## config.mk

```make
export PLATFORM = sky130hd
export DESIGN_NAME = ima_store
export DESIGN_NICKNAME = d
export VERILOG_FILES = /design/src/rtl/ima_pkg.sv /design/src/rtl/ima_store.sv
export SDC_FILE = /design/constraint.sdc
export NUM_CORES = 2
export LEC_CHECK = 0
export BUFFER_PORTS_ARGS = -buffer_cell sky130_fd_sc_hd__buf_2
export CAP_MARGIN = 20
export CORE_AREA = 2 2 611 461
export CTS_BUF_LIST = sky130_fd_sc_hd__clkbuf_8 sky130_fd_sc_hd__clkbuf_16
export DETAILED_ROUTE_END_ITERATION = 10
export DIE_AREA = 0 0 613 463
export PLACE_DENSITY = 0.85
export SYNTH_ARGS = -nofsm -noshare
export SYNTH_HDL_FRONTEND = slang
export SYNTH_SLANG_ARGS = --single-unit
```

## constraint.sdc

```tcl
create_clock -name clk -period 3.18 [get_ports clk]
set_input_delay 0.477 -clock clk [delete_from_list [all_inputs] [get_ports clk]]
set_output_delay 0.477 -clock clk [all_outputs]
set_load 0.005 [all_outputs]
```

## src/rtl/ima_pkg.sv

```systemverilog
// ----------------------------------------------------------------------------
// ima_pkg
// Shared types and constants of the integer matrix arithmetic block: field
// widths, operating modes, command and register codes, and transfer payloads.
// ----------------------------------------------------------------------------
package ima_pkg;

    localparam int DATA_W    = 32;
    localparam int IDX_W     = 3;
    localparam int DIM_REG_W = 4;
    localparam int CMD_W     = 2;
    localparam int CFG_IDX_W = 3;

    // Largest matrix side; the index fields and dimension registers are sized for it.
    localparam int MAX_DIM   = 8;
    localparam int ADDR_W    = $clog2(MAX_DIM * MAX_DIM);

    typedef enum logic [1:0] {
        MODE_ADD   = 2'd0,
        MODE_SUB   = 2'd1,
        MODE_MUL   = 2'd2,
        MODE_SCALE = 2'd3
    } mode_t;

    localparam logic [CMD_W-1:0] CMD_LOAD_A  = 2'd0;
    localparam logic [CMD_W-1:0] CMD_LOAD_B  = 2'd1;
    localparam logic [CMD_W-1:0] CMD_COMPUTE = 2'd2;

    localparam logic [CFG_IDX_W-1:0] REG_MODE   = 3'd0;
    localparam logic [CFG_IDX_W-1:0] REG_A_ROWS = 3'd1;
    localparam logic [CFG_IDX_W-1:0] REG_A_COLS = 3'd2;
    localparam logic [CFG_IDX_W-1:0] REG_B_ROWS = 3'd3;
    localparam logic [CFG_IDX_W-1:0] REG_B_COLS = 3'd4;
    localparam logic [CFG_IDX_W-1:0] REG_SCALE  = 3'd5;

    typedef struct packed {
        logic [CMD_W-1:0]         command;
        logic [IDX_W-1:0]         row_index;
        logic [IDX_W-1:0]         col_index;
        logic signed [DATA_W-1:0] element_value;
    } in_item_t;

    typedef struct packed {
        logic [IDX_W-1:0]         out_row;
        logic [IDX_W-1:0]         out_col;
        logic signed [DATA_W-1:0] out_value;
        logic                     shape_error;
        logic                     last;
    } out_item_t;

    // One term issued to the multiply-accumulate unit
    typedef struct packed {
        logic valid;
        logic first;
        logic last;
    } issue_t;

endpackage

```

## src/rtl/ima_store.sv

```systemverilog
// ----------------------------------------------------------------------------
// ima_store
// Element stores for matrices A and B: one write port shared by both,
// one registered read port on each.
// ----------------------------------------------------------------------------
module ima_store (
    input  logic                       clk,
    input  logic                       we_a,
    input  logic                       we_b,
    input  logic [ima_pkg::ADDR_W-1:0] wr_addr,
    input  logic [ima_pkg::DATA_W-1:0] wr_data,
    input  logic [ima_pkg::ADDR_W-1:0] rd_addr_a,
    input  logic [ima_pkg::ADDR_W-1:0] rd_addr_b,
    output logic [ima_pkg::DATA_W-1:0] rd_data_a,
    output logic [ima_pkg::DATA_W-1:0] rd_data_b
);
    import ima_pkg::*;

    localparam int DEPTH = MAX_DIM * MAX_DIM;

    logic [DATA_W-1:0] mem_a [DEPTH];
    logic [DATA_W-1:0] mem_b [DEPTH];

    always_ff @(posedge clk)
    begin
        if (we_a)
        begin
            mem_a[wr_addr] <= wr_data;
        end
        rd_data_a <= mem_a[rd_addr_a];
    end

    always_ff @(posedge clk)
    begin
        if (we_b)
        begin
            mem_b[wr_addr] <= wr_data;
        end
        rd_data_b <= mem_b[rd_addr_b];
    end

endmodule

```

==> run metrics <==
status=complete, but fails checks; failing checks=negative setup slack; CP endpoint=rd_data_b[13]; Final ANT Viol Nets=0; vias in the first global route=84400; Avg Vias per Cell=around 7.3; critical path capture point type=register; synth top area cells=edfxtp_1, mux4_2, mux2i_1; global-route wire length before repair=658 mm; Fmax=~0.31 GHz; Synth Cell Area=~160000 µm²; R2R setup slack=0.29 ns; GPL Wtd Cong=between 0.9 and 1; detailed placer's ending HPWL=between 200 and 250 mm; syn_area_per_cell=23.2 µm²; Max Slew Vio Count=0; P&R area growth vs syn=14.8%; worst hold path type=primary input to register; static leakage=58.0 nW; Post-DP Area=~170000 µm²; post-synthesis cell type count=53; total gr overflow=0; number of synthesized register bits=between 4000 and 5000; chip width=between 600 and 700 µm; count leader, synth=edfxtp_1; Setup crit start kind=primary input; Post-CTS Setup Bufs=0; DIE AREA=about 280000 µm²; max incr delay on CP=between 1 and 1.5 ns; Async SR Flop Fraction=0%; Synth Flop Type=edfxtp_1; post-synth net total=6874; Total Neg Setup Slack=-0.0440 ns; Top Ports=~120; H-tree depth=5; share of cells above drive strength 1=31.1%; fin cells=11600; worst path cell trace=buf_8 > and4bb_2 > a22oi_1 > nand4_1 > nor3_1 > o2bb2a_1; Site Rows=about 170; Pwr Total=around 110 mW; initial core utilization=56.8%; post-route cell area=between 150000 and 200000 µm²; Register-to-Register Path Depth=5; RR Endpoint=rd_data_b[24]; Final Hold Vio Count=0; register clock-pin slew on the reported worst setup and hold paths=approximately 0.07 ns; Max-cap violations=0; FF-to-FF Start=mem_b[1][24]; Num CTS Buffers=around 380; pin count of the biggest net entering global routing=129; CP max stage cell=nor3_1; Warnings, synthesis=0; clk_lat worst skew=approximately 0.97 ns; Pre-antenna DRT Iters=8; EDFF count, synth=4096; hold buffer count at cts=4; Nets=~7600; Longest Clk Path Bufs=4; Tmin final=around 3.2 ns; Final WS setup=-0.0440 ns; per-cell routed wire length=~41 µm; Synth top area share=a little under 80%; vias after detailed routing=approximately 84000; utilization after layout=between 60% and 70%; CTS tree=done; Final setup viols=1; initial antenna violation count=53; worst setup path category=primary input to register; root buffer cell=clkbuf_16; Slew HR=between 15 and 20%; RSZ-0062 raised after global routing=false; Worst Path Max Fanout=42; cell count after synthesis=6821; Detailed Route Iter0 Violations=between 15000 and 20000; Data arrival, critical path=about 4 ns; crit share post-route=101%; Worst EP required=about 4 ns; placed cells=between 10000 and 15000; DRC Markers=0; Yosys top cell by area=edfxtp_1; PwrDens=roughly 630 nW/µm²; clock skew=between 0.06 and 0.07 ns; Total Routing Usage GR=between 30% and 40%; VDD IR max=0.502 mV; post-CTS resize count=0; DIE HEIGHT=463 µm; Seq/Total Area, Yosys=about four fifths; clk sinks=around 4200; actual slew at the worst max-slew pin=~1.2 ns; top cells by count, synth=edfxtp_1, mux4_2, mux2i_1; DRT Wirelength=around 470 mm; critical path startpoint=rd_addr_b[0]; IO Port Bufs=between 100 and 150; core area=278000 µm²
-- layer usage --
| metal | GRT usage, % | routed length, µm | up-vias | share of wire [%] |
|---|---|---|---|---|
| li1 | - | - | 30400 | - |
| met4 | 17.1 | 32200 | 38 | 6.8 |
| met5 | 0 | 260 | - | 0.055 |
| met3 | 11.2 | 79500 | 1898 | 17 |
| met1 | 43.0 | 143000 | 42300 | 30 |
| met2 | 51.0 | 219000 | 9185 | 46 |
-- placed cells by master (no fill, tap or decap), drive strengths merged, types with 5 or more instances in the layout --
cell type and count:
edfxtp 4096, mux4 1019, buf 663, clkbuf 405, mux2i 322, nand2 192
nor2 158, clkinv 158, a22oi 121, inv 98, dfxtp 64, o22ai 62
o211ai 52, mux2 51, a21oi 42, bufinv 38, nor2b 37, a211oi 31
nand4 25, nand3 25, nor3 23, o2bb2a 19, a32oi 18, diode 17
clkinvlp 13, nand3b 9, nand2b 7, or3 5, o21ai 5
-- cells by family (layout without fill, tap and decap cells) --
| logic type | Yosys count | count (layout) | synth area share, % |
|---|---|---|---|
| AO/OA/AOI/OAI | 378 | 378 | 1.75 |
| buffers and inverters | 391 | 1379 | 1.23 |
| flip-flops | 4160 | 4160 | 78.7 |
| multiplexers | 1392 | 1392 | 16.9 |
| other | 0 | 17 | 0 |
| AND/OR/NAND/NOR | 500 | 500 | 1.43 |
-- layout make-up --
type / instances / area, µm²
tap: 3740 / 4680
fill: 15700 / 96700
clock buffer: 404 / 9930
antenna: 17 / 42.5
timing repair buffer: 668 / 7220
inverter: 15 / 56.3
multi-input combinational: 2270 / 32700
sequential: 4160 / 124000
clock inverter: 292 / 2450
-- state kept, by name (all words and copies together) (netlist names) --
signal,cells
mem_a,2048
mem_b,2048
rd_data_a,32
rd_data_b,32
-- worst min-delay path by stage --
stage                     slack (ns)       endpoint    startpoint  depth (start not counted)
after global placement          0.79   rd_data_a[5]  mem_a[48][5]                          3
after global routing            0.03  mem_a[48][25]   wr_data[25]                          1
after floorplan                 0.58    mem_a[0][0]    wr_data[0]                          0
after CTS                      0.009  mem_a[48][25]   wr_data[25]                          1
final                           0.04  mem_a[48][25]   wr_data[25]                          1
after detailed placement        0.86   rd_data_a[0]  rd_data_a[0]                          1
-- worst max-delay path, delay by kind of cell --
kind / cells / cell delay [ns]
buffers and inverters: 1 / 0.57
AND/OR/NAND/NOR: 3 / 2.03
AO/OA/AOI/OAI: 2 / 0.91
-- report_power, final --
part | total (mW) | internal, mW | switching (mW)
clock | 46.4 | 25.7 | 20.7
sequential | 61.0 | 60.7 | 0.309
combinational | 6.70 | 2.42 | 4.28
-- metrics by stage --
step                setup WS [ns]  hold WS [ns]
floorplan                  -0.174         0.576
global placement           -0.676         0.794
detailed placement         -0.658         0.857
CTS                         0.210       0.00865
global route                0.163        0.0270
finish                    -0.0440        0.0356
No activity file was read; power rests on OpenSTA's default activity.
