`src/rtl/ima_pkg.sv`:
```
// ----------------------------------------------------------------------------
// ima_pkg
// Shared types and constants of the integer matrix arithmetic block: field
// widths, operating modes, command and register codes, and transfer payloads.
// ----------------------------------------------------------------------------
package ima_pkg;

    localparam int DATA_W    = 32;
    localparam int IDX_W     = 3;
    localparam int DIM_REG_W = 4;
    localparam int CMD_W     = 2;
    localparam int CFG_IDX_W = 3;

    // Largest matrix side; the index fields and dimension registers are sized for it.
    localparam int MAX_DIM   = 8;
    localparam int ADDR_W    = $clog2(MAX_DIM * MAX_DIM);

    typedef enum logic [1:0] {
        MODE_ADD   = 2'd0,
        MODE_SUB   = 2'd1,
        MODE_MUL   = 2'd2,
        MODE_SCALE = 2'd3
    } mode_t;

    localparam logic [CMD_W-1:0] CMD_LOAD_A  = 2'd0;
    localparam logic [CMD_W-1:0] CMD_LOAD_B  = 2'd1;
    localparam logic [CMD_W-1:0] CMD_COMPUTE = 2'd2;

    localparam logic [CFG_IDX_W-1:0] REG_MODE   = 3'd0;
    localparam logic [CFG_IDX_W-1:0] REG_A_ROWS = 3'd1;
    localparam logic [CFG_IDX_W-1:0] REG_A_COLS = 3'd2;
    localparam logic [CFG_IDX_W-1:0] REG_B_ROWS = 3'd3;
    localparam logic [CFG_IDX_W-1:0] REG_B_COLS = 3'd4;
    localparam logic [CFG_IDX_W-1:0] REG_SCALE  = 3'd5;

    typedef struct packed {
        logic [CMD_W-1:0]         command;
        logic [IDX_W-1:0]         row_index;
        logic [IDX_W-1:0]         col_index;
        logic signed [DATA_W-1:0] element_value;
    } in_item_t;

    typedef struct packed {
        logic [IDX_W-1:0]         out_row;
        logic [IDX_W-1:0]         out_col;
        logic signed [DATA_W-1:0] out_value;
        logic                     shape_error;
        logic                     last;
    } out_item_t;

    // One term issued to the multiply-accumulate unit
    typedef struct packed {
        logic valid;
        logic first;
        logic last;
    } issue_t;

endpackage

```
`src/rtl/ima_mac.sv`:
```
// ----------------------------------------------------------------------------
// ima_mac
// Shared arithmetic unit: one add/subtract/multiply stage followed by an
// accumulator. Each issued term passes through read, operate and accumulate.
// ----------------------------------------------------------------------------
module ima_mac (
    input  logic                       clk,
    input  logic                       rst_n,
    input  ima_pkg::mode_t             mode,
    input  logic [ima_pkg::DATA_W-1:0] scale,
    input  ima_pkg::issue_t            issue,
    input  logic [ima_pkg::DATA_W-1:0] a_data,
    input  logic [ima_pkg::DATA_W-1:0] b_data,
    output logic                       done,
    output logic [ima_pkg::DATA_W-1:0] acc
);
    import ima_pkg::*;

    issue_t            s1_reg;
    issue_t            s2_reg;
    logic              done_reg;
    logic [DATA_W-1:0] op_reg;
    logic [DATA_W-1:0] op_next;
    logic [DATA_W-1:0] acc_reg;
    logic [DATA_W-1:0] acc_next;
    logic [DATA_W-1:0] mul_b;
    logic [DATA_W-1:0] prod;

    // The low half of the product is the same for signed and unsigned operands.
    assign mul_b = (mode == MODE_SCALE) ? scale : b_data;
    assign prod  = a_data * mul_b;

    always_comb
    begin
        unique case (mode)
            MODE_ADD: op_next = a_data + b_data;
            MODE_SUB: op_next = a_data - b_data;
            default:  op_next = prod;
        endcase
    end

    assign acc_next = (s2_reg.first ? '0 : acc_reg) + op_reg;

    always_ff @(posedge clk or negedge rst_n)
    begin
        if (!rst_n)
        begin
            s1_reg   <= '0;
            s2_reg   <= '0;
            done_reg <= 1'b0;
        end
        else
        begin
            s1_reg   <= issue;
            s2_reg   <= s1_reg;
            done_reg <= s2_reg.valid && s2_reg.last;
        end
    end

    always_ff @(posedge clk)
    begin
        if (s1_reg.valid)
        begin
            op_reg <= op_next;
        end
        if (s2_reg.valid)
        begin
            acc_reg <= acc_next;
        end
    end

    assign done = done_reg;
    assign acc  = acc_reg;

endmodule

```
`config.mk`:
```
export PLATFORM = sky130hd
export DESIGN_NAME = ima_mac
export DESIGN_NICKNAME = d
export VERILOG_FILES = /design/src/rtl/ima_pkg.sv /design/src/rtl/ima_mac.sv
export SDC_FILE = /design/constraint.sdc
export NUM_CORES = 2
export LEC_CHECK = 0
export BUFFER_PORTS_ARGS = -buffer_cell sky130_fd_sc_hd__buf_4
export CAP_MARGIN = 20
export CELL_PAD_IN_SITES_DETAIL_PLACEMENT = 0
export CELL_PAD_IN_SITES_GLOBAL_PLACEMENT = 1
export CORE_MARGIN = 2
export CORE_UTILIZATION = 35
export DETAILED_ROUTE_END_ITERATION = 10
export PLACE_DENSITY_LB_ADDON = 0.1
export SLEW_MARGIN = 20
export SYNTH_ARGS = -nofsm -noshare
export SYNTH_HDL_FRONTEND = slang
export SYNTH_SLANG_ARGS = --single-unit
```
`constraint.sdc`:
```
create_clock -name clk -period 3.94 [get_ports clk]
set_input_delay 0.591 -clock clk [delete_from_list [all_inputs] [get_ports clk]]
set_output_delay 0.591 -clock clk [all_outputs]
set_load 0.01 [all_outputs]
```
==> run summary <==
Nets - 3618
DIE AREA - 0.06610 sq mm
Largest net degree at the start of global routing - 34
Worst Max-Slew Pin Slew - 616.8 ps
Commonest non-fill, non-tap cells in the layout - buf_4, fa_1, inv_1, and2_1, nand2_1
Via Count - 18570
Clk sink count - 71
Initial core utilization - 0.3548
Port bufs - 135
Detail Route Antenna Nets - 0
DRT iter0 DRCs - 945
CTS tree - done
Synth Area per Inst - 9.125 sq um
Worst r2r dst - acc[31]$_DFFE_PP_
Post-DP HPWL - 71.18 mm
Post-layout util - 0.4585
Failing checks - setup timing
Sequential share of the synthesized area - 0.09354
Root Buffer - clkbuf_16
Commonest non-fill, non-tap cell in the layout - buf_4
CP Max Fanout - 7
Period utilization - 1.901
Mapped Nets - 3156
Clock transition at path regs - 60 ps
Diode count - 0
Worst Hold Class - input pin to async pin
GR peak layer - met2
Post-synthesis cell count - 2457
R2R Path Start - s2_reg[1]$_DFF_PN0_
MaxCap Viol Count - 0
Netlist cell types - 66
Final Slew Violations - 0
DIE HEIGHT - 257.1 um
Post-synth top flop - edfxtp_1
Synth top area share - 0.3661
RSZ-0062 raised after global routing - yes
Cell Area, Synth - 0.02242 sq mm
Clk_skew - 10.40 ps
TritonCTS Buffers - 9
Number of synthesized flops with an enable pin - 64
Max Fclk - 133.5 MHz
Non-Filler Instances - 3770
First-pass GRT wire length - 125.6 mm
Met3 Use GR - 0.02187
Area contributors post-synth - fa_1, ha_1, edfxtp_1
CP Class - input pin to flop
Layout area overhead - 29.26%
Max H-tree Level - 3
Met1 GRT Util - 0.3392
WP data arrival - 7650 ps
All-Layer GR Usage - 0.2532
Fin. Hold Viols - 0
Core region area - 0.06320 sq mm
CP Launch Type - input pin
CP Data Required Time - 4100 ps
Longest Clk Path Bufs - 2
Initial antenna violation count - 2
Reg2Reg Setup Slack - 390 ps
Area leader, netlist - fa_1
# setup viols final - 28
Number of global-route vias before repair - 20560
Met2 usage - 0.4472
Detail-routed via count per cell - 4.925
Total global routing overflow - 0
Status - finished with violations
Ys async rst share - 0.09859
Remaining DRCs - 0
Rows - 92
Crit. End Element - flop
Reg2Reg Depth - 12
DR pass1 iterations - 5
Die width - 257.1 um
Slew margin rel. - 0.5888
Post-route minimum period - 7490 ps
Worst setup margin - -3550 ps
Synth Warn # - 0
DR WL/cell - 21.75 um
Post-synthesis register bit count - 71
Clock latency on the worst-skew pair - 350 ps
# IOs - 136
Gp weighted congestion - 0.9828
Final WL - 82.00 mm
Share of post-route cells with drive strength above 1 - 0.2623
Placed Cells - 3730
## per-layer routing
layer | vias up | share of wire
met4 | 0 | 0.018
met3 | 62 | 0.038
met2 | 363 | 0.50
met5 | - | 0
met1 | 9517 | 0.44
li1 | 8626 | -
## worst max-delay path, stage by stage
cell	delay (ps)
buf_12	100
and2_4	240
mux2_4	370
and2_4	170
fa_1	500
fa_1	440
fa_1	540
inv_2	50
fa_1	530
inv_1	50
fa_1	490
inv_2	40
fa_1	490
inv_2	40
fa_2	550
fa_2	450
ha_4	180
a21o_1	140
a21o_1	150
a21o_1	170
a21o_1	170
a2111o_1	380
o211ai_1	270
a21boi_1	130
or3_1	320
o311ai_1	90
## through the flow
| step | setup slack [ps] | hold WS, ps | TNS (ps) | cell area, sq um |
|---|---|---|---|---|
| 6_report | -3550 | 36.45 | -75340 | 28980 |
| 5_1_grt | -3734 | 38.29 | -80510 | 28980 |
| 4_1_cts | -3499 | 28.90 | -76760 | 28330 |
| 3_5_place_dp | -4022 | 338.6 | -89770 | 27510 |
| 3_3_place_gp | -3998 | 332.8 | -89840 | 27510 |
| 2_1_floorplan | -3679 | 295.4 | -70140 | 22870 |
## synthesized netlist by cell type, types with 8 or more instances
master,instances
fa_1,410
inv_1,401
and2_1,268
nand2_1,268
ha_1,186
xnor2_1,103
clkbuf_1,95
a21oi_1,89
nor2b_1,82
nor2_1,65
edfxtp_1,64
o21ai_0,59
xor2_1,47
a21o_1,42
nand2b_1,28
mux2_2,21
nand3_1,21
o21a_1,17
a211oi_1,13
o31ai_1,13
o21bai_1,12
nand4_1,11
nor3_1,11
and3_1,9
mux2i_1,8
## cell type report
type                    count  area, sq um
clock inverters             6        67.56
inverters                 402         1509
repair buffers            554         4487
well taps                 846         1059
clock buffers              10        229.0
fillers                  6200        34220
multi-input cells        1881        19530
flip-flops and latches     71         2097
## kinds of logic after synthesis
group,Yosys count,share of synthesized area
DFF,71,0.09354
AOI/OAI and AO/OA,300,0.08578
adders and majority gates,596,0.4699
muxes,32,0.01596
buffers and inverters,506,0.08578
and+or+nand+nor,796,0.1844
xor gates and xnor gates,156,0.06463
## how the worst max path moves through the flow
stage | startpoint | end | slack, ps | depth (start not counted)
final | mode[1] | op_reg[28]$_DFFE_PP_ | -3550 | 26
after detailed placement | mode[1] | op_reg[27]$_DFFE_PP_ | -4020 | 27
after CTS | mode[0] | op_reg[28]$_DFFE_PP_ | -3500 | 24
after global routing | mode[1] | op_reg[28]$_DFFE_PP_ | -3730 | 26
after floorplan | mode[1] | op_reg[30]$_DFFE_PP_ | -3680 | 28
after global placement | mode[1] | op_reg[21]$_DFFE_PP_ | -4000 | 29
## what timing repair did
item / in CTS / in global routing
setup endpoints to repair: 28 / 28
hold endpoints to repair: 0 / 0
gates cloned: 1 / 0
pin swaps: 43 / 84
gates resized for setup: 94 / 114
hold buffers: 0 / 0
setup buffers: 14 / 12
Power is not shown: default switching activity piles up to over one toggle a cycle in this logic, so the estimate is an artifact.
