**config.mk**
```make
export PLATFORM = sky130hd
export DESIGN_NAME = ima_seq
export DESIGN_NICKNAME = d
export VERILOG_FILES = /design/src/rtl/ima_pkg.sv /design/src/rtl/ima_seq.sv
export SDC_FILE = /design/constraint.sdc
export NUM_CORES = 1
export LEC_CHECK = 0
export ABC_AREA = 1
export ABC_CLOCK_PERIOD_IN_PS = 2400
export BUFFER_PORTS_ARGS = -buffer_cell sky130_fd_sc_hd__buf_2
export CAP_MARGIN = 0
export CORE_AREA = 8 8 97 99
export CTS_BUF_LIST = sky130_fd_sc_hd__clkbuf_4 sky130_fd_sc_hd__clkbuf_8
export DETAILED_ROUTE_END_ITERATION = 16
export DIE_AREA = 0 0 105 107
export MAX_ROUTING_LAYER = met4
export PLACE_DENSITY = 0.8
export SLEW_MARGIN = 10
export SYNTH_ARGS = -nofsm -noshare
export SYNTH_HDL_FRONTEND = slang
export SYNTH_SLANG_ARGS = --single-unit
```
**constraint.sdc**
```tcl
create_clock -name clk -period 2.4 [get_ports clk]
set_input_delay 0.36 -clock clk [delete_from_list [all_inputs] [get_ports clk]]
set_output_delay 0.36 -clock clk [all_outputs]
set_load 0.03 [all_outputs]
```
**src/rtl/ima_pkg.sv**
```systemverilog
// ----------------------------------------------------------------------------
// ima_pkg
// Shared types and constants of the integer matrix arithmetic block: field
// widths, operating modes, command and register codes, and transfer payloads.
// ----------------------------------------------------------------------------
package ima_pkg;

    localparam int DATA_W    = 32;
    localparam int IDX_W     = 3;
    localparam int DIM_REG_W = 4;
    localparam int CMD_W     = 2;
    localparam int CFG_IDX_W = 3;

    // Largest matrix side; the index fields and dimension registers are sized for it.
    localparam int MAX_DIM   = 8;
    localparam int ADDR_W    = $clog2(MAX_DIM * MAX_DIM);

    typedef enum logic [1:0] {
        MODE_ADD   = 2'd0,
        MODE_SUB   = 2'd1,
        MODE_MUL   = 2'd2,
        MODE_SCALE = 2'd3
    } mode_t;

    localparam logic [CMD_W-1:0] CMD_LOAD_A  = 2'd0;
    localparam logic [CMD_W-1:0] CMD_LOAD_B  = 2'd1;
    localparam logic [CMD_W-1:0] CMD_COMPUTE = 2'd2;

    localparam logic [CFG_IDX_W-1:0] REG_MODE   = 3'd0;
    localparam logic [CFG_IDX_W-1:0] REG_A_ROWS = 3'd1;
    localparam logic [CFG_IDX_W-1:0] REG_A_COLS = 3'd2;
    localparam logic [CFG_IDX_W-1:0] REG_B_ROWS = 3'd3;
    localparam logic [CFG_IDX_W-1:0] REG_B_COLS = 3'd4;
    localparam logic [CFG_IDX_W-1:0] REG_SCALE  = 3'd5;

    typedef struct packed {
        logic [CMD_W-1:0]         command;
        logic [IDX_W-1:0]         row_index;
        logic [IDX_W-1:0]         col_index;
        logic signed [DATA_W-1:0] element_value;
    } in_item_t;

    typedef struct packed {
        logic [IDX_W-1:0]         out_row;
        logic [IDX_W-1:0]         out_col;
        logic signed [DATA_W-1:0] out_value;
        logic                     shape_error;
        logic                     last;
    } out_item_t;

    // One term issued to the multiply-accumulate unit
    typedef struct packed {
        logic valid;
        logic first;
        logic last;
    } issue_t;

endpackage

```
**src/rtl/ima_seq.sv**
```systemverilog
// ----------------------------------------------------------------------------
// ima_seq
// Sequencer: takes input transfers, writes loads into the stores, walks the
// result elements and their terms, and holds the output register.
// ----------------------------------------------------------------------------
module ima_seq (
    input  logic                          clk,
    input  logic                          rst_n,
    input  logic                          in_valid,
    output logic                          in_ready,
    input  ima_pkg::in_item_t             in_item,
    output logic                          out_valid,
    input  logic                          out_ready,
    output ima_pkg::out_item_t            out_item,
    input  ima_pkg::mode_t                mode,
    input  logic [ima_pkg::DIM_REG_W-1:0] a_rows,
    input  logic [ima_pkg::DIM_REG_W-1:0] a_cols,
    input  logic [ima_pkg::DIM_REG_W-1:0] b_rows,
    input  logic [ima_pkg::DIM_REG_W-1:0] b_cols,
    output logic                          we_a,
    output logic                          we_b,
    output logic [ima_pkg::ADDR_W-1:0]    wr_addr,
    output logic [ima_pkg::DATA_W-1:0]    wr_data,
    output logic [ima_pkg::ADDR_W-1:0]    rd_addr_a,
    output logic [ima_pkg::ADDR_W-1:0]    rd_addr_b,
    output ima_pkg::issue_t               issue,
    input  logic                          mac_done,
    input  logic [ima_pkg::DATA_W-1:0]    mac_acc
);
    import ima_pkg::*;

    localparam int IW = (MAX_DIM > 1) ? $clog2(MAX_DIM) : 1;
    localparam int AW = ADDR_W;
    localparam int CW = $clog2(MAX_DIM + 1);
    localparam int XW = CW + IDX_W;
    localparam int SW = DIM_REG_W + 1;

    typedef enum logic [2:0] {
        S_IDLE,
        S_ERR,
        S_RUN,
        S_DRAIN,
        S_HOLD
    } state_t;

    state_t           state_reg;
    logic [IW-1:0]    row_reg;
    logic [IW-1:0]    col_reg;
    logic [IW-1:0]    k_reg;
    logic             out_valid_reg;
    out_item_t        out_item_reg;

    logic [CW-1:0]    ar;
    logic [CW-1:0]    ac;
    logic [CW-1:0]    br;
    logic [CW-1:0]    bc;
    logic [CW-1:0]    n_terms;
    logic [CW-1:0]    n_cols;
    logic             shape_ok;
    logic             accept;
    logic             out_free;
    logic             out_load;
    logic             last_k;
    logic             last_col;
    logic             last_row;
    logic             load_a_ok;
    logic             load_b_ok;

    // Zero reads as one, anything above MAX_DIM as MAX_DIM.
    function automatic logic [CW-1:0] sat_dim(input logic [DIM_REG_W-1:0] d);
        logic [CW-1:0] res;
        if (d == '0)
        begin
            res = CW'(1);
        end
        else if (SW'(d) > SW'(MAX_DIM))
        begin
            res = CW'(MAX_DIM);
        end
        else
        begin
            res = CW'(d);
        end
        return res;
    endfunction

    function automatic logic [AW-1:0] elem_addr(input logic [IW-1:0] r,
                                                input logic [IW-1:0] c);
        return AW'(r) * AW'(MAX_DIM) + AW'(c);
    endfunction

    assign ar = sat_dim(a_rows);
    assign ac = sat_dim(a_cols);
    assign br = sat_dim(b_rows);
    assign bc = sat_dim(b_cols);

    always_comb
    begin
        unique case (mode)
            MODE_ADD, MODE_SUB: shape_ok = (ar == br) && (ac == bc);
            MODE_MUL:           shape_ok = (ac == br);
            default:            shape_ok = 1'b1;
        endcase
    end

    assign n_terms  = (mode == MODE_MUL) ? ac : CW'(1);
    assign n_cols   = (mode == MODE_MUL) ? bc : ac;
    assign last_k   = (XW'(k_reg) + XW'(1)) == XW'(n_terms);
    assign last_col = (XW'(col_reg) + XW'(1)) == XW'(n_cols);
    assign last_row = (XW'(row_reg) + XW'(1)) == XW'(ar);

    assign in_ready = (state_reg == S_IDLE);
    assign accept   = in_valid && in_ready;
    assign out_free = !out_valid_reg || out_ready;

    // A new result enters the output register in the error and hold states.
    assign out_load = out_free && ((state_reg == S_ERR) || (state_reg == S_HOLD));

    // Loads outside the configured shape are dropped.
    assign load_a_ok = (XW'(in_item.row_index) < XW'(ar)) && (XW'(in_item.col_index) < XW'(ac));
    assign load_b_ok = (XW'(in_item.row_index) < XW'(br)) && (XW'(in_item.col_index) < XW'(bc));

    assign we_a    = accept && (in_item.command == CMD_LOAD_A) && load_a_ok;
    assign we_b    = accept && (in_item.command == CMD_LOAD_B) && load_b_ok;
    assign wr_addr = elem_addr(IW'(in_item.row_index), IW'(in_item.col_index));
    assign wr_data = in_item.element_value;

    assign rd_addr_a = (mode == MODE_MUL) ? elem_addr(row_reg, k_reg)
                                          : elem_addr(row_reg, col_reg);
    assign rd_addr_b = (mode == MODE_MUL) ? elem_addr(k_reg, col_reg)
                                          : elem_addr(row_reg, col_reg);

    assign issue.valid = (state_reg == S_RUN);
    assign issue.first = (k_reg == '0);
    assign issue.last  = last_k;

    always_ff @(posedge clk or negedge rst_n)
    begin
        if (!rst_n)
        begin
            state_reg     <= S_IDLE;
            row_reg       <= '0;
            col_reg       <= '0;
            k_reg         <= '0;
            out_valid_reg <= 1'b0;
            out_item_reg  <= '0;
        end
        else
        begin
            if (out_load)
            begin
                out_valid_reg <= 1'b1;
            end
            else if (out_ready)
            begin
                out_valid_reg <= 1'b0;
            end
            unique case (state_reg)
                S_IDLE:
                begin
                    if (accept && (in_item.command == CMD_COMPUTE))
                    begin
                        row_reg   <= '0;
                        col_reg   <= '0;
                        k_reg     <= '0;
                        state_reg <= shape_ok ? S_RUN : S_ERR;
                    end
                end
                S_ERR:
                begin
                    if (out_free)
                    begin
                        out_item_reg.out_row     <= '0;
                        out_item_reg.out_col     <= '0;
                        out_item_reg.out_value   <= '0;
                        out_item_reg.shape_error <= 1'b1;
                        out_item_reg.last        <= 1'b1;
                        state_reg                <= S_IDLE;
                    end
                end
                S_RUN:
                begin
                    if (last_k)
                    begin
                        k_reg     <= '0;
                        state_reg <= S_DRAIN;
                    end
                    else
                    begin
                        k_reg <= k_reg + IW'(1);
                    end
                end
                S_DRAIN:
                begin
                    if (mac_done)
                    begin
                        state_reg <= S_HOLD;
                    end
                end
                S_HOLD:
                begin
                    if (out_free)
                    begin
                        out_item_reg.out_row     <= IDX_W'(row_reg);
                        out_item_reg.out_col     <= IDX_W'(col_reg);
                        out_item_reg.out_value   <= mac_acc;
                        out_item_reg.shape_error <= 1'b0;
                        out_item_reg.last        <= last_row && last_col;
                        if (last_row && last_col)
                        begin
                            state_reg <= S_IDLE;
                        end
                        else
                        begin
                            if (last_col)
                            begin
                                col_reg <= '0;
                                row_reg <= row_reg + IW'(1);
                            end
                            else
                            begin
                                col_reg <= col_reg + IW'(1);
                            end
                            state_reg <= S_RUN;
                        end
                    end
                end
                default:
                begin
                    state_reg <= S_IDLE;
                end
            endcase
        end
    end

    assign out_valid = out_valid_reg;
    assign out_item  = out_item_reg;

endmodule

```
==> metrics.md, run 1 <==
| Metric | Value |
|---|---|
| CTS H-tree lvls | 2 |
| Placeable Area | approximately 8000 um^2 |
| Fillers | approximately 750 |
| Worst Skew | around 0.0072 ns |
| Seq/Total Area, Yosys | between 30% and 40% |
| DIE AREA | between 10000 and 15000 um^2 |
| Ys Warns | 0 |
| Combinational fraction of design power | between 50% and 60% |
| Crit-path max cell delay | between 0.4 and 0.5 ns |
| Routed WL per cell | between 10 and 15 um |
| Sw Ratio | between 40% and 50% |
| Crit-path max FO | 6 |
| Initial core utilization | approximately 44% |
| Synth area leader | dfrtp_1 |
| Top Ports | 192 |
| Worst path cell trace | inv_1, ha_1, inv_1, nand4_1, nand2_1, clkinv_1, nand4_4, inv_1, buf_2 |
| Req. time, crit path | about 2 ns |
| Area Growth Syn to Fin | 16.8% |
| CTS tree | built |
| # setup viols final | 0 |
| Setup slack after layout | between 0.15 and 0.2 ns |
| Clock tree root buffer cell | clkbuf_8 |
| LEAKAGE | ~0.0023 uW |
| GP Congestion | roughly 0.9 |
| Placement Cell Area | around 3900 um^2 |
| Nets | about 630 |
| Vias post-DR | roughly 3200 |
| Max stage delay cell, worst path | dfrtp_1 |
| Cell mode on critical path | inv_1 |
| Final Max Tran Viols | 0 |
| Fin crit share | about 90% |
| R2R Path End | state_reg[1]$_DFFE_PN0P_ |
| Maxcap violations | 0 |
| Syn Area/Cell | about 8 um^2 |
| Diode count | 0 |
| Top FF cell, synth | dfrtp_1 |
| Worst skew pair latency | 0.29 ns |
| Row count | 33 |
| Drt total wl | approximately 9.1 mm |
| Final instance area | between 4000 and 5000 um^2 |
| Clock transition at path regs | roughly 0.090 ns |
| Crit start category | flop |
| Status | finished clean |
| Pwr dens | around 1100 nW/um^2 |
| TritonCTS sink count | between 50 and 60 |
| Number of library cell types mapped by synthesis | 37 |
| Iteration count of the initial detailed-routing pass | 4 |
| Number of flops mapped to enable cells by yosys | 0 |
| RSZ-0062 raised after global routing | no |
| R2R Setup Slk | 0.59 ns |
| HP Class | in2async |
| Slew Limit Headroom | a little under half |
| Worst vdd ir | between 0.2 and 0.3 mV |
| First-pass GRT wire length | between 15 and 20 mm |
| Total GRT Usage | 16.6% |
| Reg2reg start | row_reg[0]$_DFFE_PN0P_ |
| Cells after synthesis | 429 |
| Count leader, synth | nand2_1 |
| Crit path capture type | output pin |
| DRC Markers | 0 |
| Gr ovfl total | 0 |
| DRT antenna net count | 0 |
| Share of layout cells above drive strength 1 | approximately 33% |
| CP Buf/Inv Count | 5 |
| Clk pwr share | 12.7% |
| Reg power frac | 32.7% |
| CTS Hold Bufs | 0 |
| Post-DP HPWL | 7.55 mm |
| Hold Vio Cnt, Final | 0 |
| Tmin final | 2.22 ns |
| Pin count of the biggest net entering global routing | 40 |
| Die height | between 100 and 150 um |
| Max reg flops | 40 |
| Arr. time, crit path | roughly 1.9 ns |
| Syn nets | approximately 540 |
| Postcts setup bufs | 0 |
| Cts bufs inserted | 5 |
| Number of antenna violations at the first check in global routing | 0 |
| DRT iter0 DRCs | around 130 |
| Synthesized cell area | approximately 3500 um^2 |
| Max Fclk | between 400 and 500 MHz |
| Setup CP Type | reg2out |
| Port buffer count | roughly 130 |
| CP delay by family, top | buffers and inverters |
| Area share of the largest cell type after synthesis | a little under two fifths |
| Final core occ | 51.2% |
| Top post-synthesis cells by count | nand2_1, dfrtp_1, inv_1 |
| Place WS | 0.108 ns |
| PostCTS Resize Cnt | 0 |
| Vias in the first global route | ~3200 |
| CTS Buffer Depth | 2 |
| Vias per cell | around 5.0 |
| TNS Setup | 0 ns |
| Synth async-reset ratio | 100% |
| Register-to-Register Path Depth | 13 |
| Transition time of the tightest slew-check pin | 0.818 ns |
| Cell Int Power | 2260 uW |
| Seq cells post-synth | 53 |
| Die width | roughly 110 um |
| Area contributors post-synth | dfrtp_1, nand2_1, buf_4 |
| Psw | 2090 uW |
[layer usage]
layer	vias to the layer above	global-route usage [%]	wire [um]
met4	0	6.22	243
met3	27	5.52	806
met1	1436	19.1	4000
met2	137	26.6	4090
li1	1554	-	-
met5	-	-	0
[final cells by class]
class	count	area, um^2	share of cell area, %
clock buffers	5	68.8	1.69
repair buffers	132	676	16.6
well taps	105	131	3.24
multi-input cells	277	1630	40.2
clock inverters	2	35.0	0.863
flip-flops and latches	53	1330	32.7
inverters	51	191	4.71
[stage by stage]
stage	hold WS (ns)	std cells	power, uW
2_1_floorplan	0.0644	429	3240
3_3_place_gp	0.469	618	3780
3_5_place_dp	0.469	618	3830
4_1_cts	0.176	625	4400
5_1_grt	0.222	625	4690
6_report	0.160	625	4350
[kinds of logic (layout without fill, tap and decap cells)]
group	after synthesis	count (layout)	share of synthesized area (%)
buffers and inverters	99	190	15.3
DFF	53	53	38.1
and+or+nand+nor	184	184	25.3
adders and majority gates	12	12	4.32
AOI/OAI and AO/OA	71	71	14.5
xor gates and xnor gates	10	10	2.52
[power groups by stage]
stage	combinational, uW	sequential, uW	clock [uW]
after floorplan	1250	1990	0
after detailed placement	2390	1440	0
after global placement	2360	1420	0
after global routing	2600	1470	615
after CTS	2400	1420	575
final	2370	1420	551
[placed cells by master, fill, tap and decap left out, types with 2 or more instances in the layout]
cell	Yosys	layout
nand2_2	5	6
o21ai_0	21	21
nand2_1	99	98
inv_2	8	8
nand4_1	2	2
nor3_2	1	2
xnor2_1	6	6
buf_2	5	126
clkbuf_8	0	5
xor2_1	4	4
nor2_4	3	4
a22o_1	33	33
nor2_2	5	4
buf_4	39	6
nand3_2	4	4
inv_1	42	42
o21ai_1	4	4
nand3_1	31	31
a21oi_1	7	7
nand2_4	2	2
dfrtp_1	53	53
nor2_1	24	24
nor3_1	3	2
ha_1	12	12
[worst max path at each step]
stage | endpoint | startpoint | cells after the start | slack (ns)
after global placement | we_a | a_cols[1] | 12 | 0.20
final | issue[0] | k_reg[0]$_DFFE_PN0P_ | 9 | 0.18
after detailed placement | we_a | a_cols[1] | 12 | 0.11
after CTS | we_a | a_cols[1] | 12 | 0.1
after global routing | issue[0] | k_reg[0]$_DFFE_PN0P_ | 9 | 0.02
after floorplan | we_a | a_cols[1] | 10 | 0.1
Power figures use the tool's default switching activity.
==> run 2: changes to the inputs <==
- ABC_CLOCK_PERIOD_IN_PS: 2400 -> 2100
- clock period: 2.4 -> 2.1 ns (I/O delays scaled with it)
==> run 2 against run 1 <==
Net effect: sequential cell count did not move; core utilization rose by 2.6 points; sequential share of layout area fell by 1.5 points; sequential power rose by 15%; critical path depth rose by 3; power rose by 20%; wire length rose by 2.9%; critical path type is now in2out; critical endpoint is now we_a; largest power group unchanged.
==> metrics.md, run 2 (synthesized netlist as in run 1, its figures left out) <==
| Metric | Value |
|---|---|
| Area of the multi-input gates | 1700 um^2 (+4.3%) |
| Max Fclk | approximately 490 MHz |
| TritonCTS sink count | 53 (unchanged) |
| Iteration count of the initial detailed-routing pass | 4 (unchanged) |
| Max reg flops | 40 (unchanged) |
| CTS Hold Bufs | 0 (unchanged) |
| Post-DP HPWL | 7.57 mm (+0.32%) |
| DRT iter0 DRCs | 142 (+10%) |
| Status | finished clean |
| Worst vdd ir | 0.459 mV (+53%) |
| Drt total wl | 9.41 mm (+2.9%) |
| GP Congestion | 0.909 (-1.3%) |
| Die width | 105 um (unchanged) |
| Vias post-DR | 3164 (+0.32%) |
| HP Class | in2async |
| CTS H-tree lvls | 2 (unchanged) |
| Total GRT Usage | 16.7% (+0.097 points) |
| Worst Skew | 0.00627 ns (-0.000969 ns) |
| Worst skew pair latency | 0.29 ns (about the same) |
| Initial core utilization | 43.9% (unchanged) |
| Placeable Area | 7930 um^2 (unchanged) |
| FF/Latch Area | 1330 um^2 (+0.28%) |
| Top Ports | 192 (unchanged) |
| Row count | 33 (unchanged) |
| Diode count | 0 (unchanged) |
| Pwr dens | 1230 nW/um^2 (+14%) |
| DIE AREA | 11200 um^2 (unchanged) |
| Transition time of the tightest slew-check pin | 0.629 ns (-0.189 ns) |
| Hold Vio Cnt, Final | 0 (unchanged) |
| Number of antenna violations at the first check in global routing | 0 (unchanged) |
| Cts bufs inserted | 5 (unchanged) |
| Routed WL per cell | 14.7 um (+0.53%) |
| Final Max Tran Viols | 0 (unchanged) |
| Share of layout cells above drive strength 1 | 38.5% (+5.0 points) |
| Most common cell after layout, fill and taps aside | buf_2 |
| Die height | 107 um (unchanged) |
| Fillers | 762 (+1.2%) |
| Req. time, crit path | 1.78 ns (-0.26 ns) |
| DRC Markers | 0 (unchanged) |
| Vias in the first global route | 3210 (+0.16%) |
| Maxcap violations | 0 (unchanged) |
| Met2 wire len | 4.43 mm (+8.3%) |
| Finished Layout Cells | 640 (+2.4%) |
| CTS Buffer Depth | 2 (unchanged) |
| DRT antenna net count | 0 (unchanged) |
| Fin crit share | approximately 96% |
| CTS tree | built |
| Most frequent cells in the layout | buf_2, nand2_1, dfrtp_1, inv_1, a22o_1 |
| Dpl cells | 625 (+1.1%) |
| Slew Limit Headroom | 58.1% (+13 points) |
| Uppermost routed layer | met4 |
| Port buffer count | 127 (unchanged) |
| Clock tree root buffer cell | clkbuf_8 |
| Arr. time, crit path | 1.71 ns (-0.15 ns) |
| # setup viols final | 0 (unchanged) |
| LEAKAGE | 0.00239 uW (+3.3%) |
| Wire length on met1 | 4.15 mm (+3.8%) |
| Nets | 641 (+2.2%) |
| Crit path capture type | output pin |
| Vias per cell | 4.94 (-2.0%) |
| Tmin final | between 2 and 2.5 ns |
| TNS Setup | 0 ns (unchanged) |
| Pin count of the biggest net entering global routing | 54 (+35%) |
| Gr ovfl total | 0 (unchanged) |
| Routed length on met3 | 682 um (-15%) |
| Crit start category | primary input |
| First-pass GRT wire length | 15.3 mm (-0.14%) |
| Setup CP Type | in2out |
| Crit-path max FO | 5 (-1) |
| Clock transition at path regs | 0.09 ns (about the same) |
| Area Growth Syn to Fin | 22.7% |
## run 2: cell count changes in the layout (fill, tap and decap cells not counted), moves of 3 or more
| cell | change |
|---|---|
| dfrtp_1 | -3 |
| ha_1 | -3 |
| a21oi_1 | -3 |
| a21oi_2 | +3 |
| buf_4 | +15 |
| dfrtp_2 | +3 |
## run 2: timing repair
action / in CTS / in global routing
pin swaps: 1 / 7
buffers inserted: 3 / 4
gates cloned: 0 / 0
endpoints found under the setup margin: 1 / 7
resized for setup: 2 / 26
## run 2: final cells by class
type / instances / share of cell area, %
Timing Repair Buffer: 146 / 18.7
Tap cell: 105 / 3.08
Multi-Input combinational cell: 277 / 39.9
Sequential cell: 53 / 31.2
Inverter: 51 / 4.49
Clock buffer: 6 / 1.79
Clock inverter: 2 / 0.909
## run 2: worst max-delay path, stage by stage
cell	delay, ns
buf_2	0.12
nor2_1	0.11
nand2_1	0.09
nand2_2	0.07
nand2_1	0.07
ha_1	0.27
o21ai_1	0.09
nand2_1	0.10
a21oi_2	0.13
nor2_1	0.06
nor3_2	0.11
buf_4	0.18
## run 2: per-stage QoR
stage	setup WS [ns]	area, um^2	hold WS, ns	util (%)	power (uW)
finish	0.0740	4270	0.119	53.8	5230
floorplan	0.141	3480	0.0194	-	3700
CTS	0.00926	4150	0.136	52.4	5190
detailed placement	0.0517	4010	0.462	50.6	4440
global route	-0.0388	4270	0.176	53.8	5590
global placement	0.0907	4010	0.456	50.6	4390
## run 2: per-layer routing
layer,up-vias,GRT usage (%)
met1,1426,19.8
met3,18,4.50
li1,1579,-
met4,0,5.61
met5,-,-
met2,141,27.1
## run 2: worst paths after layout
| check | start | endpoint | slack [ns] | depth (start not counted) |
|---|---|---|---|---|
| worst min-delay path | rst_n | out_item[33]$_DFFE_PN0P_ | 0.12 | 2 |
| worst min register to register | out_item[37]$_DFFE_PN0P_ | out_item[37]$_DFFE_PN0P_ | 0.50 | 2 |
| worst max register to register | col_reg[0]$_DFFE_PN0P_ | row_reg[2]$_DFFE_PN0P_ | 0.30 | 13 |
| min in group clk | mac_acc[18] | out_item[20]$_DFFE_PN0P_ | 0.24 | 2 |
| max in group asynchronous | rst_n | row_reg[0]$_DFFE_PN0P_ | 1.53 | 2 |
| worst max-delay path | a_rows[1] | we_a | 0.07 | 12 |
## run 2: where the power goes
part	internal (uW)	switching (uW)
logic	992	1930
clock network	371	308
registers	1390	240
total	2750	2480
==> run 3: changes to the inputs <==
- CORE_AREA: 8 8 97 99 -> 8 8 108 90
- DIE_AREA: 0 0 105 107 -> 0 0 116 98
- PLACE_DENSITY: 0.8 -> 0.76
==> run 3 against run 2 <==
Net effect: combinational power about the same; maximum frequency decreased by 0.31%; count of clock-buffer cells in the layout unchanged; sequential cell count unchanged; final area increased by 0.32%; clock power decreased by 15%; critical endpoint unchanged.
==> metrics.md, run 3 (synthesized netlist as in run 1, its figures left out) <==
| Metric | Value |
|---|---|
| Status | finished clean |
| Placeable Area | 8110 um^2 (+2.3%) |
| CP Buf/Inv Count | 2 (unchanged) |
| Req. time, crit path | 1.78 ns (about the same) |
| CP delay by family, top | simple AND/OR/NAND/NOR gates |
| Finished Layout Cells | 644 (+0.63%) |
| First-pass GRT wire length | 15.2 mm (-0.54%) |
| Psw | 2510 uW (+1.2%) |
| GP Congestion | 0.913 (+0.47%) |
| Clock tree root buffer cell | clkbuf_8 |
| Vias post-DR | 3206 (+1.3%) |
| Hold Vio Cnt, Final | 0 (unchanged) |
| Area Growth Syn to Fin | 23.1% |
| Iteration count of the initial detailed-routing pass | 6 (+2) |
| Dpl cells | 630 (+0.80%) |
| Cts bufs inserted | 5 (unchanged) |
| Final core occ | 52.8% (-1.0 points) |
| Total Power | 5140 uW (-1.8%) |
| TritonCTS sink count | 53 (unchanged) |
| Initial core utilization | 42.9% (-0.97 points) |
| Maxcap violations | 0 (unchanged) |
| Transition time of the tightest slew-check pin | 0.509 ns (-0.121 ns) |
| # setup viols final | 0 (unchanged) |
| Crit start category | primary input |
| Sw Ratio | 48.9% (+1.4 points) |
| Routed WL per cell | 15.0 um (+2.1%) |
| CTS H-tree lvls | 2 (unchanged) |
| Pwr dens | 1200 nW/um^2 (-2.1%) |
| CTS tree | built |
| Clk pwr share | 11.2% (-1.8 points) |
| Number of antenna violations at the first check in global routing | 0 (unchanged) |
| Max Fclk | 492 MHz (-0.31%) |
| Met1 Resource Use GR | 20.9% (+1.1 points) |
| Row count | 30 (-9.1%) |
| Vias in the first global route | 3157 (-1.7%) |
| Diode count | 0 (unchanged) |
| Tmin final | 2.03 ns (+0.00630 ns) |
| Die width | 116 um (+10%) |
| Top Ports | 192 (unchanged) |
| Gr ovfl total | 0 (unchanged) |
| Max stage delay cell, worst path | ha_1 |
| Slew Limit Headroom | 66.1% (+8.0 points) |
| Max reg flops | 40 (unchanged) |
| Reg power frac | 31.8% (+0.7 points) |
| Worst path cell trace | buf_2, nor2_1, nand2_1, nand2_2, nand2_1, ha_1, o21ai_0, nand2_1, a21oi_2, nor2_2, nor3_2, buf_4 |
| TNS Setup | 0 ns (unchanged) |
| Cell Int Power | 2630 uW (-4.5%) |
| Final Max Tran Viols | 0 (unchanged) |
| Cell mode on critical path | nand2_1 |
| Crit path capture type | output pin |
| DIE AREA | 11400 um^2 (+1.2%) |
| Crit-path max FO | 5 (unchanged) |
| Die height | 98 um (-8.4%) |
| Total GRT Usage | 16.7% (-0.044 points) |
| Met2 global-route usage | 27.7% (+0.50 points) |
| Most frequent cells in the layout | buf_2, nand2_1, dfrtp_1, inv_1, a22o_1 |
| Drt total wl | 9.67 mm (+2.7%) |
| Combinational fraction of design power | 57.0% (+1.1 points) |
| Post-DP HPWL | 7.59 mm (+0.24%) |
| Fin crit share | 96.8% (+0.30 points) |
| DRT antenna net count | 0 (unchanged) |
| Worst vdd ir | 0.673 mV (+47%) |
| DRT iter0 DRCs | 192 (+35%) |
| Port buffer count | 127 (unchanged) |
| HP Class | in2reg |
| Worst skew pair latency | 0.30 ns (about the same) |
| Arr. time, crit path | 1.72 ns (about the same) |
| Worst Skew | 0.00850 ns (+0.00224 ns) |
| Share of layout cells above drive strength 1 | 37.8% (-0.72 points) |
| CTS Buffer Depth | 2 (unchanged) |
| Vias per cell | 4.98 (+0.70%) |
| Most common cell after layout, fill and taps aside | buf_2 |
| DRC Markers | 0 (unchanged) |
| Clock transition at path regs | 0.09 ns (about the same) |
| Nets | 639 (-0.31%) |
| GRT Max-Usage Layer | met2 |
| Pin count of the biggest net entering global routing | 37 (-31%) |
| Crit-path max cell delay | 0.27 ns (about the same) |
| Setup CP Type | in2out |
| Met3 Resource Use GR | 2.16% (-2.3 points) |
| LEAKAGE | 0.00238 uW (-0.21%) |
run 3: cell count changes in the layout (fill, tap and decap cells not counted), sizes merged:
cell         previous run  this run
buf                   146       143
dlygate4sd3             0         1
clkinv                  2         1
clkinvlp                0         1
bufinv                  1         0
run 3: layer usage:
layer | share of wire, % | vias up
met5 | 0 | -
met3 | 5.5 | 14
met2 | 51 | 88
met4 | 1.3 | 0
li1 | - | 1573
met1 | 42 | 1531
run 3: final cells by class:
class,count,area (um^2)
fillers,764,3830
multi-input cells,277,1720
flip-flops and latches,53,1330
repair buffers,144,813
inverters,51,191
well taps,112,140
clock buffers,6,82.6
clock inverters,1,7.51
run 3: worst paths after layout:
| path | startpoint | endpoint | slack [ns] | depth (start not counted) |
|---|---|---|---|---|
| min in group asynchronous | rst_n | out_item[9]$_DFFE_PN0P_ | 0.51 | 2 |
| max | a_rows[1] | we_a | 0.07 | 12 |
| min | mac_acc[4] | out_item[6]$_DFFE_PN0P_ | 0.23 | 2 |
| max in group asynchronous | rst_n | out_item[22]$_DFFE_PN0P_ | 1.03 | 3 |
| min reg2reg | out_item[39]$_DFFE_PN0P_ | out_item[39]$_DFFE_PN0P_ | 0.49 | 2 |
| max reg2reg | row_reg[0]$_DFFE_PN0P_ | state_reg[1]$_DFFE_PN0P_ | 0.24 | 13 |
run 3: repair_timing:
action	4_1_cts	5_1_grt
setup buffers	2	4
endpoints found under the setup margin	1	3
hold buffers	1	0
hold endpoints to repair	21	0
gates resized for setup	0	29
pin swaps	0	14
cloned	0	0
run 3: power by group through the flow:
| stage | sequential, uW | clock [uW] | combinational (uW) |
|---|---|---|---|
| 5_1_grt | 1690 | 642 | 3150 |
| 4_1_cts | 1630 | 609 | 2880 |
| 3_5_place_dp | 1650 | 0 | 2840 |
| 6_report | 1640 | 576 | 2930 |
| 3_3_place_gp | 1640 | 0 | 2780 |
| 2_1_floorplan | 2270 | 0 | 1430 |
run 3: per-stage QoR:
| stage | worst slack (ns) | hold slack [ns] | area, um^2 |
|---|---|---|---|
| finish | 0.0677 | 0.231 | 4280 |
| global route | -0.0266 | 0.223 | 4280 |
| CTS | 0.0227 | 0.217 | 4150 |
| detailed placement | 0.0312 | 0.314 | 4030 |
| global placement | 0.0887 | 0.315 | 4030 |
| floorplan | 0.141 | 0.0194 | 3480 |
